[src/rtl/core/lkvc_pkg.sv]
package lkvc_pkg;

  localparam int ENTRIES_DEFAULT = 16;
  localparam int KEY_W           = 32;
  localparam int VAL_W           = 31;
  localparam int CAP_W           = 5;
  localparam logic [CAP_W-1:0] CAP_RESET = 5'd16;

  typedef enum logic [1:0] {
    ST_IDLE,
    ST_SCAN,
    ST_UPDATE
  } lkvc_state_t;

  localparam logic OP_GET = 1'b0;
  localparam logic OP_SET = 1'b1;

  typedef struct packed {
    logic [KEY_W-1:0] key;
    logic [VAL_W-1:0] value;
  } lkvc_kv_t;

  // Recency update command from the sequencer to the rank file.
  typedef struct packed {
    logic promote;     // make the target slot the most recent
    logic age_all;     // age every other valid slot, not just the younger ones
    logic mark_valid;  // the target slot becomes valid
  } lkvc_rank_cmd_t;

endpackage

[src/rtl/core/lkvc_kv_mem.sv]
module lkvc_kv_mem #(
  parameter int ENTRIES = lkvc_pkg::ENTRIES_DEFAULT,
  parameter int IDX_W   = (ENTRIES > 1) ? $clog2(ENTRIES) : 1
) (
  input  logic                clk,
  input  logic                rd_en,
  input  logic [IDX_W-1:0]    rd_addr,
  output lkvc_pkg::lkvc_kv_t  rd_data,
  input  logic                wr_en,
  input  logic [IDX_W-1:0]    wr_addr,
  input  lkvc_pkg::lkvc_kv_t  wr_data
);

  lkvc_pkg::lkvc_kv_t mem [ENTRIES];

  always_ff @(posedge clk) begin
    if (wr_en) begin
      mem[wr_addr] <= wr_data;
    end
    if (rd_en) begin
      rd_data <= mem[rd_addr];
    end
  end

endmodule

[src/rtl/core/lkvc_rank_file.sv]
module lkvc_rank_file #(
  parameter int ENTRIES = lkvc_pkg::ENTRIES_DEFAULT,
  parameter int IDX_W   = (ENTRIES > 1) ? $clog2(ENTRIES) : 1
) (
  input  logic                     clk,
  input  logic                     rst,
  input  logic [IDX_W-1:0]         look_idx,
  output logic                     look_valid,
  output logic [IDX_W-1:0]         look_rank,
  input  lkvc_pkg::lkvc_rank_cmd_t cmd,
  input  logic [IDX_W-1:0]         target,
  input  logic [IDX_W-1:0]         limit
);

  logic [IDX_W-1:0] rank  [ENTRIES];
  logic             valid [ENTRIES];

  assign look_valid = valid[look_idx];
  assign look_rank  = rank[look_idx];

  // Each slot ages on its own: one increment per slot, all in the same cycle.
  always_ff @(posedge clk) begin
    if (cmd.promote) begin
      for (int i = 0; i < ENTRIES; i++) begin
        if (IDX_W'(i) == target) begin
          rank[i] <= '0;
        end else if (valid[i] && (cmd.age_all || (rank[i] < limit))) begin
          rank[i] <= rank[i] + 1'b1;
        end
      end
    end
  end

  always_ff @(posedge clk) begin
    if (rst) begin
      for (int i = 0; i < ENTRIES; i++) begin
        valid[i] <= 1'b0;
      end
    end else if (cmd.promote && cmd.mark_valid) begin
      valid[target] <= 1'b1;
    end
  end

endmodule

[src/rtl/core/lru_key_value_cache_top.sv]
// Channel  | Ports                                   | Handshake
// request  | operation, lookup_key, store_value      | start high, busy low
// result   | found, read_value                       | done, one cycle, no back-pressure
// config   | cfg_wdata (capacity_in_use)             | cfg_we, taken at once
//
// From acceptance to done, each request makes one pass over the key/value
// memory, one entry per cycle, each entry compared in the cycle after its
// read, then an update step that writes back and ages ranks.
// busy stays high from the cycle after acceptance up to and including the done cycle.
// Reset clears the valid bits, the fill count and sets the capacity to 16;
// keys, values and ranks hold garbage until written, which is never seen.
// The result cannot be stalled; the next request may start right after done.
module lru_key_value_cache_top #(
  parameter int ENTRIES = lkvc_pkg::ENTRIES_DEFAULT
) (
  input  logic                              clk,
  input  logic                              rst,
  input  logic                              start,
  output logic                              busy,
  input  logic                              operation,
  input  logic signed [lkvc_pkg::KEY_W-1:0] lookup_key,
  input  logic        [lkvc_pkg::VAL_W-1:0] store_value,
  output logic                              done,
  output logic                              found,
  output logic        [lkvc_pkg::VAL_W-1:0] read_value,
  input  logic                              cfg_we,
  input  logic        [lkvc_pkg::CAP_W-1:0] cfg_wdata
);

  localparam int IDX_W = (ENTRIES > 1) ? $clog2(ENTRIES) : 1;
  localparam int CNT_W = $clog2(ENTRIES + 1);
  localparam int CMP_W = (CNT_W > lkvc_pkg::CAP_W) ? CNT_W : lkvc_pkg::CAP_W;

  lkvc_pkg::lkvc_state_t state, state_next;

  // Request held for the whole operation.
  logic                       req_op;
  logic [lkvc_pkg::KEY_W-1:0] req_key;
  logic [lkvc_pkg::VAL_W-1:0] req_val;

  logic [lkvc_pkg::CAP_W-1:0] capacity;
  logic [CNT_W-1:0]           used;
  logic [CNT_W-1:0]           scan_cnt;

  // Scan results.
  logic                       hit;
  logic [IDX_W-1:0]           hit_idx;
  logic [IDX_W-1:0]           hit_rank;
  logic [lkvc_pkg::VAL_W-1:0] hit_val;
  logic                       free_found;
  logic [IDX_W-1:0]           free_idx;
  logic                       old_found;
  logic [IDX_W-1:0]           old_idx;
  logic [IDX_W-1:0]           old_rank;

  logic                      accept;
  logic                      rd_en;
  logic [IDX_W-1:0]          cmp_idx;
  logic                      cmp_live;
  lkvc_pkg::lkvc_kv_t        rd_data;
  lkvc_pkg::lkvc_kv_t        wr_data;
  logic                      wr_en;
  logic [IDX_W-1:0]          target;
  logic                      ent_valid;
  logic [IDX_W-1:0]          ent_rank;
  logic                      room;
  logic                      do_insert;
  logic                      do_evict;
  lkvc_pkg::lkvc_rank_cmd_t  cmd;

  assign accept   = start && (state == lkvc_pkg::ST_IDLE);
  assign rd_en    = (state == lkvc_pkg::ST_SCAN) && (scan_cnt < CNT_W'(ENTRIES));
  assign cmp_live = (state == lkvc_pkg::ST_SCAN) && (scan_cnt != '0);
  assign cmp_idx  = IDX_W'(scan_cnt - 1'b1);

  lkvc_kv_mem #(
    .ENTRIES (ENTRIES),
    .IDX_W   (IDX_W)
  ) u_kv_mem (
    .clk     (clk),
    .rd_en   (rd_en),
    .rd_addr (scan_cnt[IDX_W-1:0]),
    .rd_data (rd_data),
    .wr_en   (wr_en),
    .wr_addr (target),
    .wr_data (wr_data)
  );

  lkvc_rank_file #(
    .ENTRIES (ENTRIES),
    .IDX_W   (IDX_W)
  ) u_rank_file (
    .clk        (clk),
    .rst        (rst),
    .look_idx   (cmp_idx),
    .look_valid (ent_valid),
    .look_rank  (ent_rank),
    .cmd        (cmd),
    .target     (target),
    .limit      (hit_rank)
  );

  // Next state.
  always_comb begin
    state_next = state;
    unique case (state)
      lkvc_pkg::ST_IDLE: begin
        if (start) begin
          state_next = lkvc_pkg::ST_SCAN;
        end
      end
      lkvc_pkg::ST_SCAN: begin
        if (scan_cnt == CNT_W'(ENTRIES)) begin
          state_next = lkvc_pkg::ST_UPDATE;
        end
      end
      lkvc_pkg::ST_UPDATE: begin
        state_next = lkvc_pkg::ST_IDLE;
      end
      default: begin
        state_next = lkvc_pkg::ST_IDLE;
      end
    endcase
  end

  always_ff @(posedge clk) begin
    if (rst) begin
      state <= lkvc_pkg::ST_IDLE;
    end else begin
      state <= state_next;
    end
  end

  // Capacity 0 acts as 1; anything above ENTRIES is caught by the free-slot
  // search, since a free slot exists only while fewer than ENTRIES are held.
  always_comb begin
    if (capacity == '0) begin
      room = free_found && (used == '0);
    end else begin
      room = free_found && (CMP_W'(used) < CMP_W'(capacity));
    end
  end

  // Write-back decisions, used only in the update cycle.
  always_comb begin
    do_insert = (req_op == lkvc_pkg::OP_SET) && !hit && room;
    do_evict  = (req_op == lkvc_pkg::OP_SET) && !hit && !room && old_found;
    if (hit) begin
      target = hit_idx;
    end else if (do_insert) begin
      target = free_idx;
    end else begin
      target = old_idx;
    end
  end

  // Outputs of the state machine.
  always_comb begin
    busy           = (state != lkvc_pkg::ST_IDLE);
    done           = 1'b0;
    wr_en          = 1'b0;
    cmd.promote    = 1'b0;
    cmd.age_all    = !hit;
    cmd.mark_valid = do_insert;
    unique case (state)
      lkvc_pkg::ST_IDLE: begin
      end
      lkvc_pkg::ST_SCAN: begin
      end
      lkvc_pkg::ST_UPDATE: begin
        done        = 1'b1;
        wr_en       = (hit && (req_op == lkvc_pkg::OP_SET)) || do_insert || do_evict;
        cmd.promote = hit || do_insert || do_evict;
      end
      default: begin
      end
    endcase
  end

  assign wr_data.key   = req_key;
  assign wr_data.value = req_val;
  assign found         = hit;
  assign read_value    = (hit && (req_op == lkvc_pkg::OP_GET)) ? hit_val : '0;

  // Latch the request on acceptance.
  always_ff @(posedge clk) begin
    if (accept) begin
      req_op  <= operation;
      req_key <= $unsigned(lookup_key);
      req_val <= store_value;
    end
  end

  // Capacity register: written whenever the enable is high.
  always_ff @(posedge clk) begin
    if (rst) begin
      capacity <= lkvc_pkg::CAP_RESET;
    end else if (cfg_we) begin
      capacity <= cfg_wdata;
    end
  end

  // Fill count: advance on each insert into a free slot.
  always_ff @(posedge clk) begin
    if (rst) begin
      used <= '0;
    end else if ((state == lkvc_pkg::ST_UPDATE) && do_insert) begin
      used <= used + 1'b1;
    end
  end

  // Scan: walk the memory, compare each entry in the cycle after its read.
  always_ff @(posedge clk) begin
    if (rst) begin
      scan_cnt   <= '0;
      hit        <= 1'b0;
      free_found <= 1'b0;
      old_found  <= 1'b0;
    end else if (accept) begin
      scan_cnt   <= '0;
      hit        <= 1'b0;
      free_found <= 1'b0;
      old_found  <= 1'b0;
    end else if (state == lkvc_pkg::ST_SCAN) begin
      if (scan_cnt != CNT_W'(ENTRIES)) begin
        scan_cnt <= scan_cnt + 1'b1;
      end
      if (cmp_live) begin
        if (ent_valid && !hit && (rd_data.key == req_key)) begin
          hit <= 1'b1;
        end
        if (!ent_valid && !free_found) begin
          free_found <= 1'b1;
        end
        if (ent_valid && (!old_found || (ent_rank > old_rank))) begin
          old_found <= 1'b1;
        end
      end
    end
  end

  // Scan payload: indices, ranks and value of the entries found.
  always_ff @(posedge clk) begin
    if (cmp_live) begin
      if (ent_valid && !hit && (rd_data.key == req_key)) begin
        hit_idx  <= cmp_idx;
        hit_rank <= ent_rank;
        hit_val  <= rd_data.value;
      end
      if (!ent_valid && !free_found) begin
        free_idx <= cmp_idx;
      end
      if (ent_valid && (!old_found || (ent_rank > old_rank))) begin
        old_idx  <= cmp_idx;
        old_rank <= ent_rank;
      end
    end
  end

endmodule

[config.mk]
export PLATFORM = sky130hd
export DESIGN_NAME = lru_key_value_cache_top
export DESIGN_NICKNAME = d
export VERILOG_FILES = /design/src/rtl/core/lkvc_pkg.sv /design/src/rtl/core/lkvc_kv_mem.sv /design/src/rtl/core/lkvc_rank_file.sv /design/src/rtl/core/lru_key_value_cache_top.sv
export SDC_FILE = /design/constraint.sdc
export NUM_CORES = 1
export LEC_CHECK = 0
export ABC_AREA = 1
export BUFFER_PORTS_ARGS = -buffer_cell sky130_fd_sc_hd__buf_2
export CORE_UTILIZATION = 50
export CTS_CLUSTER_DIAMETER = 120
export DETAILED_ROUTE_END_ITERATION = 6
export HOLD_SLACK_MARGIN = 0.15
export PLACE_DENSITY = 0.74
export SKIP_LAST_GASP = 1
export SLEW_MARGIN = 15
export SYNTH_ARGS = -nofsm -noshare
export SYNTH_HDL_FRONTEND = slang
export SYNTH_SLANG_ARGS = --single-unit
[constraint.sdc]
create_clock -name clk -period 13.9 [get_ports clk]
set_clock_uncertainty 0.05 [all_clocks]
set_input_delay 3.475 -clock clk [delete_from_list [all_inputs] [get_ports clk]]
set_output_delay 3.475 -clock clk [all_outputs]
set_load 0.03 [all_outputs]
### After elaboration in Yosys (flattened, before gate mapping)

Memories as Yosys holds them, arrays and structs flattened. A register that Yosys moved wholly into a read port is not among the register bits.
Index checks and enable logic that the tools add are counted.

| storage, ports and cells | value |
|---|---|
| word-level logic and storage cells | 319 |
| bits in latches | 0 |
| memories kept | 3 |
| input port bits | 73 |
| memory bits (writable) | 1088 |
| output and inout port bits | 34 |
| register bits after elaboration | 135 |
| bits in read-only memories | 0 |

| cells by class | value |
|---|---|
| divide/modulo/power cells | 0 |
| bitwise logic cells | 17 |
| eq/ne operators | 22 |
| shifts and indexed selects | 0 |
| multipliers | 0 |
| muxes and demuxes | 148 |
| $add $sub $neg | 19 |
| reductions and logical operators | 75 |
| order comparisons | 19 |

Memories:

| name | words | bits a word | rd ports | clocked after memory_dff | wr ports | line | text |
|---|---|---|---|---|---|---|---|
| u_kv_mem.mem | 16 | 63 | 1 | 1 | 1 | lkvc_kv_mem.sv:14 | `lkvc_pkg::lkvc_kv_t mem [ENTRIES];` |
| u_rank_file.rank | 16 | 4 | 17 | 0 | 16 | lkvc_rank_file.sv:15 | `logic [IDX_W-1:0] rank [ENTRIES];` |
| u_rank_file.valid | 16 | 1 | 17 | 0 | 16 | lkvc_rank_file.sv:16 | `logic valid [ENTRIES];` |

Operator list:

| cell | number |
|---|---|
| 1-bit two-way mux | 125 |
| 4-bit two-way mux | 19 |
| 4-bit by 1-bit adder with 4-bit output, second input constant | 16 |
| 4-bit less-than comparator | 16 |
| 1-bit logical AND | 33 |
| 32-bit == test | 1 |
| 4-bit == test, first input constant | 8 |
| 31-bit two-way mux | 1 |
| 1-bit logical OR | 21 |
| 3-bit by 4-bit == test with 1-bit output, first input constant | 4 |
| 1-bit bitwise OR | 16 |
| 5-bit by 1-bit adder with 5-bit output, second input constant | 2 |
| 5-bit logical NOT | 2 |
| 2-bit AND reduction | 5 |
| 3-bit AND reduction | 3 |
| 2-bit by 4-bit == test with 1-bit output, first input constant | 2 |
| 5-bit == test, second input constant | 1 |
| 1-bit logical NOT | 5 |
| 5-bit less-than comparator | 1 |
| 5-bit less-than comparator, second input constant | 1 |
| 5-bit != test, second input constant | 1 |
| 5-bit nonzero test | 1 |
| 1-bit by 4-bit == test with 1-bit output, first input constant | 1 |
| 4-bit > comparator | 1 |
| other kinds (13) | 14 |

### Depth between registers and ports, before layout

| depth | value |
|---|---|
| depth after elaboration | 14 |
| depth in mapped cells | 20 |
| gate-level depth less buffers | 15 |

### Cells and area by module

A second synthesis with hierarchy kept.

| second synthesis, totals | value |
|---|---|
| cells, all modules | 5481 |
| area total of the unflattened synthesis | 57146.1 um2 |

By module, submodules not included:

| module | times used | seq. area each (um2) | area each (um2) | cells an instance |
|---|---|---|---|---|
| lkvc_kv_mem | 1 | 32160.8 | 45198.3 | 4145 |
| lkvc_rank_file | 1 | 2242.2 | 6069.6 | 776 |
| lru_key_value_cache_top | 1 | 3853.7 | 5878.1 | 560 |

### Worst setup path before layout

No wires, ideal clock.

| timing | value |
|---|---|
| path kind | reg-to-reg |
| from | register scan_cnt[0] |
| to | register hit_idx[0], enable pin |
| stages on the path, launching flop included | 15 |
| arrival | 5.813 ns |
| path buffers | 5 |
| setup slack | 7.504 ns |
| cell sequence | dfxtp_1 -> buf_4 -> inv_1 -> buf_2 -> buf_2 -> buf_2 -> ha_1 -> clkbuf_1 -> inv_2 -> a21oi_1 -> o21ai_0 -> o211ai_1 -> nand3_1 -> nand3_1 -> nor4_1 |

| on the way | value |
|---|---|
| longest elaborated chain between the ends | 5 |
| elaborated cells between the ends (all ways) | 7 |
| classes of those cells | add/sub: 1; reduce/logical: 5; memory: 1 |

RTL lines:

| item | line | text |
|---|---|---|
| from (decl) | lru_key_value_cache_top.sv:43 | `logic [CNT_W-1:0] scan_cnt;` |
| from (signal assigned) | lru_key_value_cache_top.sv:226 | `scan_cnt <= scan_cnt + 1'b1;` |
| 4-bit by 1-bit subtractor with 4-bit output | lru_key_value_cache_top.sv:74 | `assign cmp_idx = IDX_W'(scan_cnt - 1'b1);` |
| net cmp_idx[0] | lru_key_value_cache_top.sv:58 | `logic [IDX_W-1:0] cmp_idx;` |
| memory read 16 x 1 bit | n/a |  |
| 1-bit logical AND (2 in series) | lru_key_value_cache_top.sv:245 | `if (ent_valid && !hit && (rd_data.key == req_key)) begin` |
| 2-bit AND reduction (no line) | n/a |  |
| to (signal assigned) | lru_key_value_cache_top.sv:246 | `hit_idx <= cmp_idx;` |
| to (decl) | lru_key_value_cache_top.sv:47 | `logic [IDX_W-1:0] hit_idx;` |

The timed path passes the listed nets, and every way through them passes these cells.
A chain may end at the register's enable or synchronous reset.

### Worst setup path after layout

| timing | value |
|---|---|
| from | register hit, in the netlist found |
| to | output read_value[1] (netlist name) |

| on the way | value |
|---|---|
| longest elaborated chain between the ends | 2 |

RTL lines:

| item | line | text |
|---|---|---|
| from (decl) | lru_key_value_cache_top.sv:46 | `logic hit;` |
| from (signal assigned) | lru_key_value_cache_top.sv:216 | `hit <= 1'b0;` |
| from (signal assigned) | lru_key_value_cache_top.sv:221 | `hit <= 1'b0;` |
| from (signal assigned) | lru_key_value_cache_top.sv:230 | `hit <= 1'b1;` |
| 1-bit logical AND | lru_key_value_cache_top.sv:183 | `assign read_value = (hit && (req_op == lkvc_pkg::OP_GET)) ? hit_val : '0;` |
| 31-bit two-way mux | lru_key_value_cache_top.sv:183 |  |
| to (decl) | lru_key_value_cache_top.sv:25 | `output logic [lkvc_pkg::VAL_W-1:0] read_value,` |

No other way between the ends.

==> metrics.md <==
| Metric | Value |
|---|---|
| Largest stage delay on the critical path | `0.50 ns` |
| Synthesized-area fraction occupied by xor and xnor cells | `0.007944` |
| Final hold violation count | `0` |
| Simple-Gate Fraction of Synth Area | `0.09924` |
| Worst skew pair latency | `0.75 ns` |
| Worst VDD drop | `119.8 µV` |
| Largest fanout on the critical path | `26` |
| Slowest cell on the critical path | `sky130_fd_sc_hd__nand2_1` |
| Cells resized by post-CTS repair | `0` |
| Worst reg2reg setup slack | `8.82 ns` |
| Pin count of the biggest net entering global routing | `253` |
| Area inside the core boundary | `0.1023 mm²` |
| Cell family with the largest share of critical-path delay | `buffers and inverters` |
| Remaining global-route overflow | `0` |
| CTS tree | `done` |
| Clock period minus final worst setup slack | `6.206 ns` |
| TNS Setup | `0 ns` |
| Clk Tree Root Cell | `sky130_fd_sc_hd__clkbuf_16` |
| H-tree depth | `4` |
| End of the critical path | `read_value[1]` |
| Worst min-delay path class | `register to register` |
| Effective utilization at floorplan | `0.5064` |
| Initial antenna violation count | `0` |
| Reg2reg start | `scan_cnt[0]` |
| Share of the cycle needed by the critical path after routing | `0.4465` |
| Number of optimization iterations in the first detailed-route pass | `6` |
| Standard-cell row count | `117` |
| Detailed-placement wirelength estimate | `64660 µm` |
| Critical Path Stages | `5` |
| First-pass GRT wire length | `188900 µm` |
| Total CTS buffers | `131` |
| Total setup violations reported at the end of the flow | `0` |
| Synth Flop Type | `sky130_fd_sc_hd__edfxtp_1` |
| Maximum clock rate | `161.1 MHz` |
| DRT Wirelength | `125300 µm` |
| Share of final-layout standard cells stronger than drive strength 1 | `0.09952` |
| Antenna-violating nets left | `0` |
| Largest family of logic cells by synthesized area | `compound AO/OA/AOI/OAI gates` |
| Wirelength per Cell | `22.75 µm` |
| Post-Syn Area | `0.05182 mm²` |
| Most numerous cell on the critical path | `sky130_fd_sc_hd__buf_4` |
| Mean cell area of the mapped netlist | `13.00 µm²` |
| Buffers inserted during post-CTS setup optimization | `0` |
| Via Count | `33140` |
| Share of synthesized area occupied by flip-flops and latches | `0.7383` |
| Outcome | `completed` |
| Via density | `6.017` |
| Horizontal extent of the die | `323.9 µm` |
| Final estimated routing congestion in global placement | `0.8792` |
| Complex-gate fraction of the synthesized area | `0.1077` |
| Terminus of the critical flop-to-flop path | `old_idx[1]` |
| Worst Path Buf+Inv | `3` |
| Hold Slack | `0.3679 ns` |
| Critical path data required time | `10.38 ns` |
| Number of placed instances, taps included | `5280` |
| EDFF count, synth | `1250` |
| Slew Limit Fails | `0` |
| CTS max path bufs | `3` |
| Maxcap violations | `0` |
| Share of flip-flops with an asynchronous set or reset after synthesis | `0` |
| Diode insertion count for antenna repair | `0` |
| Fillcell total | `7844` |
| CTS sink count | `1286` |
| Worst path arrival time | `2.68 ns` |
| Initial drt markers | `4306` |
| Yosys warning total | `0` |
| Setup repair after global routing missed its margin | `false` |
| Max-Slew Margin vs Limit | `0.1971` |
| Synth Area in Adders | `0.01859` |
| Syn nets | `4137` |
| Final core utilization | `0.5653` |
| P_leak | `19.21 nW` |
| Clock slew seen by the registers of the worst setup and hold paths | `0.06 ns` |
| Overall fraction of global-route tracks in use | `0.2388` |
| Count of unresolved DRC violations after routing | `0` |
| Critical path launch point type | `register` |
| Launching instance or port of the critical path | `found` |
| Flop and latch count out of synthesis | `1286` |
| Worst-case reg-to-reg path depth | `13` |
| Nets | `4196` |
| Port Buf Inserts | `106` |
| Pwr per Cell Area | `139.3 mW/mm²` |
| Number of instances in the synthesized netlist | `3987` |
| Number of distinct library cells after synthesis | `44` |
| Number of standard cells in the final layout excluding fillers | `5508` |
| Cell Chain, Critical Path | `buf_4, nand2_1, buf_4, nor2_1, buf_2` |
| Vias in the first global route | `31630` |
| Number of top-level design ports | `107` |
| Crit end category | `output pin` |
| Slew at the pin with the worst max-slew slack | `1.201 ns` |
| Share of synthesized area spent on multiplexers | `0` |
| Area added between synthesis and finish | `11.63%` |
| Worst Hold Launch | `u_kv_mem.rd_data[3]` |
| Final total power | `0.008057 W` |
| Type of the worst setup path | `register to output pin` |
| Hold_buf cts | `0` |
| Total die area | `0.1049 mm²` |
| Chip height | `323.9 µm` |
registers in the layout, indices dropped and copies added, names as in the netlist, 5 cells and up:
| signal | count |
|---|---|
| used | 5 |
| scan_cnt | 5 |
| u_rank_file.rank | 64 |
| req_val | 31 |
| capacity | 5 |
| u_rank_file.valid | 16 |
| req_key | 32 |
| u_kv_mem.rd_data | 63 |
| u_kv_mem.mem | 1008 |
| hit_val | 31 |
Yosys cell counts, types with 2 or more instances:
library cell,count,area share
sky130_fd_sc_hd__ha_1,77,0.019
sky130_fd_sc_hd__o21ai_0,543,0.052
sky130_fd_sc_hd__or2_2,12,0.0014
sky130_fd_sc_hd__nand3_2,4,0.00077
sky130_fd_sc_hd__xnor2_1,21,0.0035
sky130_fd_sc_hd__o21a_1,17,0.0025
sky130_fd_sc_hd__o311ai_0,3,0.00051
sky130_fd_sc_hd__o221ai_1,106,0.018
sky130_fd_sc_hd__o22ai_1,154,0.019
sky130_fd_sc_hd__o211ai_1,42,0.0061
sky130_fd_sc_hd__a21oi_1,73,0.0071
sky130_fd_sc_hd__buf_1,9,0.00065
sky130_fd_sc_hd__nand3_1,158,0.015
sky130_fd_sc_hd__dfxtp_1,36,0.014
sky130_fd_sc_hd__buf_2,34,0.0033
sky130_fd_sc_hd__a22oi_1,6,0.00087
sky130_fd_sc_hd__nor2_4,7,0.0015
sky130_fd_sc_hd__nand4_1,15,0.0018
sky130_fd_sc_hd__nor2_1,684,0.050
sky130_fd_sc_hd__nand2_1,340,0.025
sky130_fd_sc_hd__inv_2,5,0.00036
sky130_fd_sc_hd__o2111ai_1,2,0.00034
sky130_fd_sc_hd__inv_1,137,0.0099
sky130_fd_sc_hd__xor2_1,21,0.0035
sky130_fd_sc_hd__edfxtp_1,1250,0.72
sky130_fd_sc_hd__nand2_2,15,0.0018
sky130_fd_sc_hd__buf_4,6,0.00087
sky130_fd_sc_hd__nor3b_1,2,0.00029
sky130_fd_sc_hd__a221oi_1,2,0.00034
sky130_fd_sc_hd__nor4_1,8,0.00097
sky130_fd_sc_hd__clkbuf_1,180,0.013
sky130_fd_sc_hd__nor3_1,6,0.00058
placed cells by master (no fill, tap or decap), types with 17 or more instances in the layout:
cell / count
sky130_fd_sc_hd__xnor2_1: 21
sky130_fd_sc_hd__edfxtp_1: 1250
sky130_fd_sc_hd__clkinv_2: 21
sky130_fd_sc_hd__buf_2: 106
sky130_fd_sc_hd__o221ai_1: 106
sky130_fd_sc_hd__o211ai_1: 42
sky130_fd_sc_hd__xor2_1: 21
sky130_fd_sc_hd__nand3_1: 157
sky130_fd_sc_hd__o22ai_1: 154
sky130_fd_sc_hd__o21ai_0: 543
sky130_fd_sc_hd__clkbuf_1: 18
sky130_fd_sc_hd__a21oi_1: 73
sky130_fd_sc_hd__ha_1: 77
sky130_fd_sc_hd__clkinv_1: 29
sky130_fd_sc_hd__buf_4: 46
sky130_fd_sc_hd__nand2_1: 340
sky130_fd_sc_hd__o21a_1: 17
sky130_fd_sc_hd__nor2_1: 666
sky130_fd_sc_hd__clkbuf_16: 136
sky130_fd_sc_hd__nor2_4: 25
sky130_fd_sc_hd__inv_1: 132
sky130_fd_sc_hd__dfxtp_1: 33
per-stage QoR:
stage / area [µm²] / setup slack, ns
2_1_floorplan: 51820 / 7.504
3_3_place_gp: 53710 / 8.513
3_5_place_dp: 53710 / 8.468
4_1_cts: 57820 / 7.660
5_1_grt: 57840 / 7.555
6_report: 57840 / 7.694
how the worst min path moves through the flow:
stage               slack [ns]           to  cells after the start
floorplan                 0.35   hit_val[0]                      0
global placement          0.35  hit_val[12]                      0
detailed placement        0.36  hit_val[20]                      0
CTS                       0.37   hit_val[3]                      0
global route              0.38   hit_val[3]                      0
finish                    0.37   hit_val[3]                      0
kinds of logic after synthesis:
| family | after synthesis |
|---|---|
| AOI/OAI and AO/OA | 954 |
| xor gates and xnor gates | 44 |
| adders and majority gates | 77 |
| buffers and inverters | 372 |
| DFF | 1286 |
| and+or+nand+nor | 1254 |
power by group:
| group | internal (W) | total, W | switching (W) |
|---|---|---|---|
| sequential | 0.00429 | 0.00435 | 0.0000598 |
| combinational | 0.0000944 | 0.000325 | 0.000231 |
| clock | 0.00194 | 0.00338 | 0.00144 |
| total | 0.00633 | 0.00806 | 0.00173 |
worst reg2reg max path, cell delays in order (launching register included):
cell	delay (ns)
sky130_fd_sc_hd__dfxtp_4	1.02
sky130_fd_sc_hd__inv_8	0.36
sky130_fd_sc_hd__ha_1	0.87
sky130_fd_sc_hd__inv_2	0.40
sky130_fd_sc_hd__a21oi_1	0.23
sky130_fd_sc_hd__a21oi_1	0.09
sky130_fd_sc_hd__a221oi_1	0.31
sky130_fd_sc_hd__or2_2	0.16
sky130_fd_sc_hd__inv_1	0.06
sky130_fd_sc_hd__ha_1	0.29
sky130_fd_sc_hd__a21oi_1	0.06
sky130_fd_sc_hd__o21ai_0	0.16
sky130_fd_sc_hd__a21oi_1	0.10
sky130_fd_sc_hd__nor2_1	0.57
routing by layer:
layer / vias to the layer above / GRT usage / wire length [µm]
met1: 16340 / 0.3308 / 50650
met5: - / 0 / 0
met2: 1700 / 0.3830 / 59540
met3: 280 / 0.03590 / 11290
li1: 14820 / - / -
met4: 0 / 0.09067 / 3814
area by class of cell:
| cell class | count | area (µm²) | share of cell area |
|---|---|---|---|
| inverters | 142 | 550.5 | 0.009517 |
| flip-flops and latches | 1286 | 38270 | 0.6616 |
| multi-input cells | 2329 | 12250 | 0.2117 |
| well taps | 1368 | 1712 | 0.02959 |
| clock inverters | 72 | 628.1 | 0.01086 |
| clock buffers | 155 | 3485 | 0.06024 |
| repair buffers | 156 | 955.9 | 0.01653 |
Power figures use the tool's default switching activity.
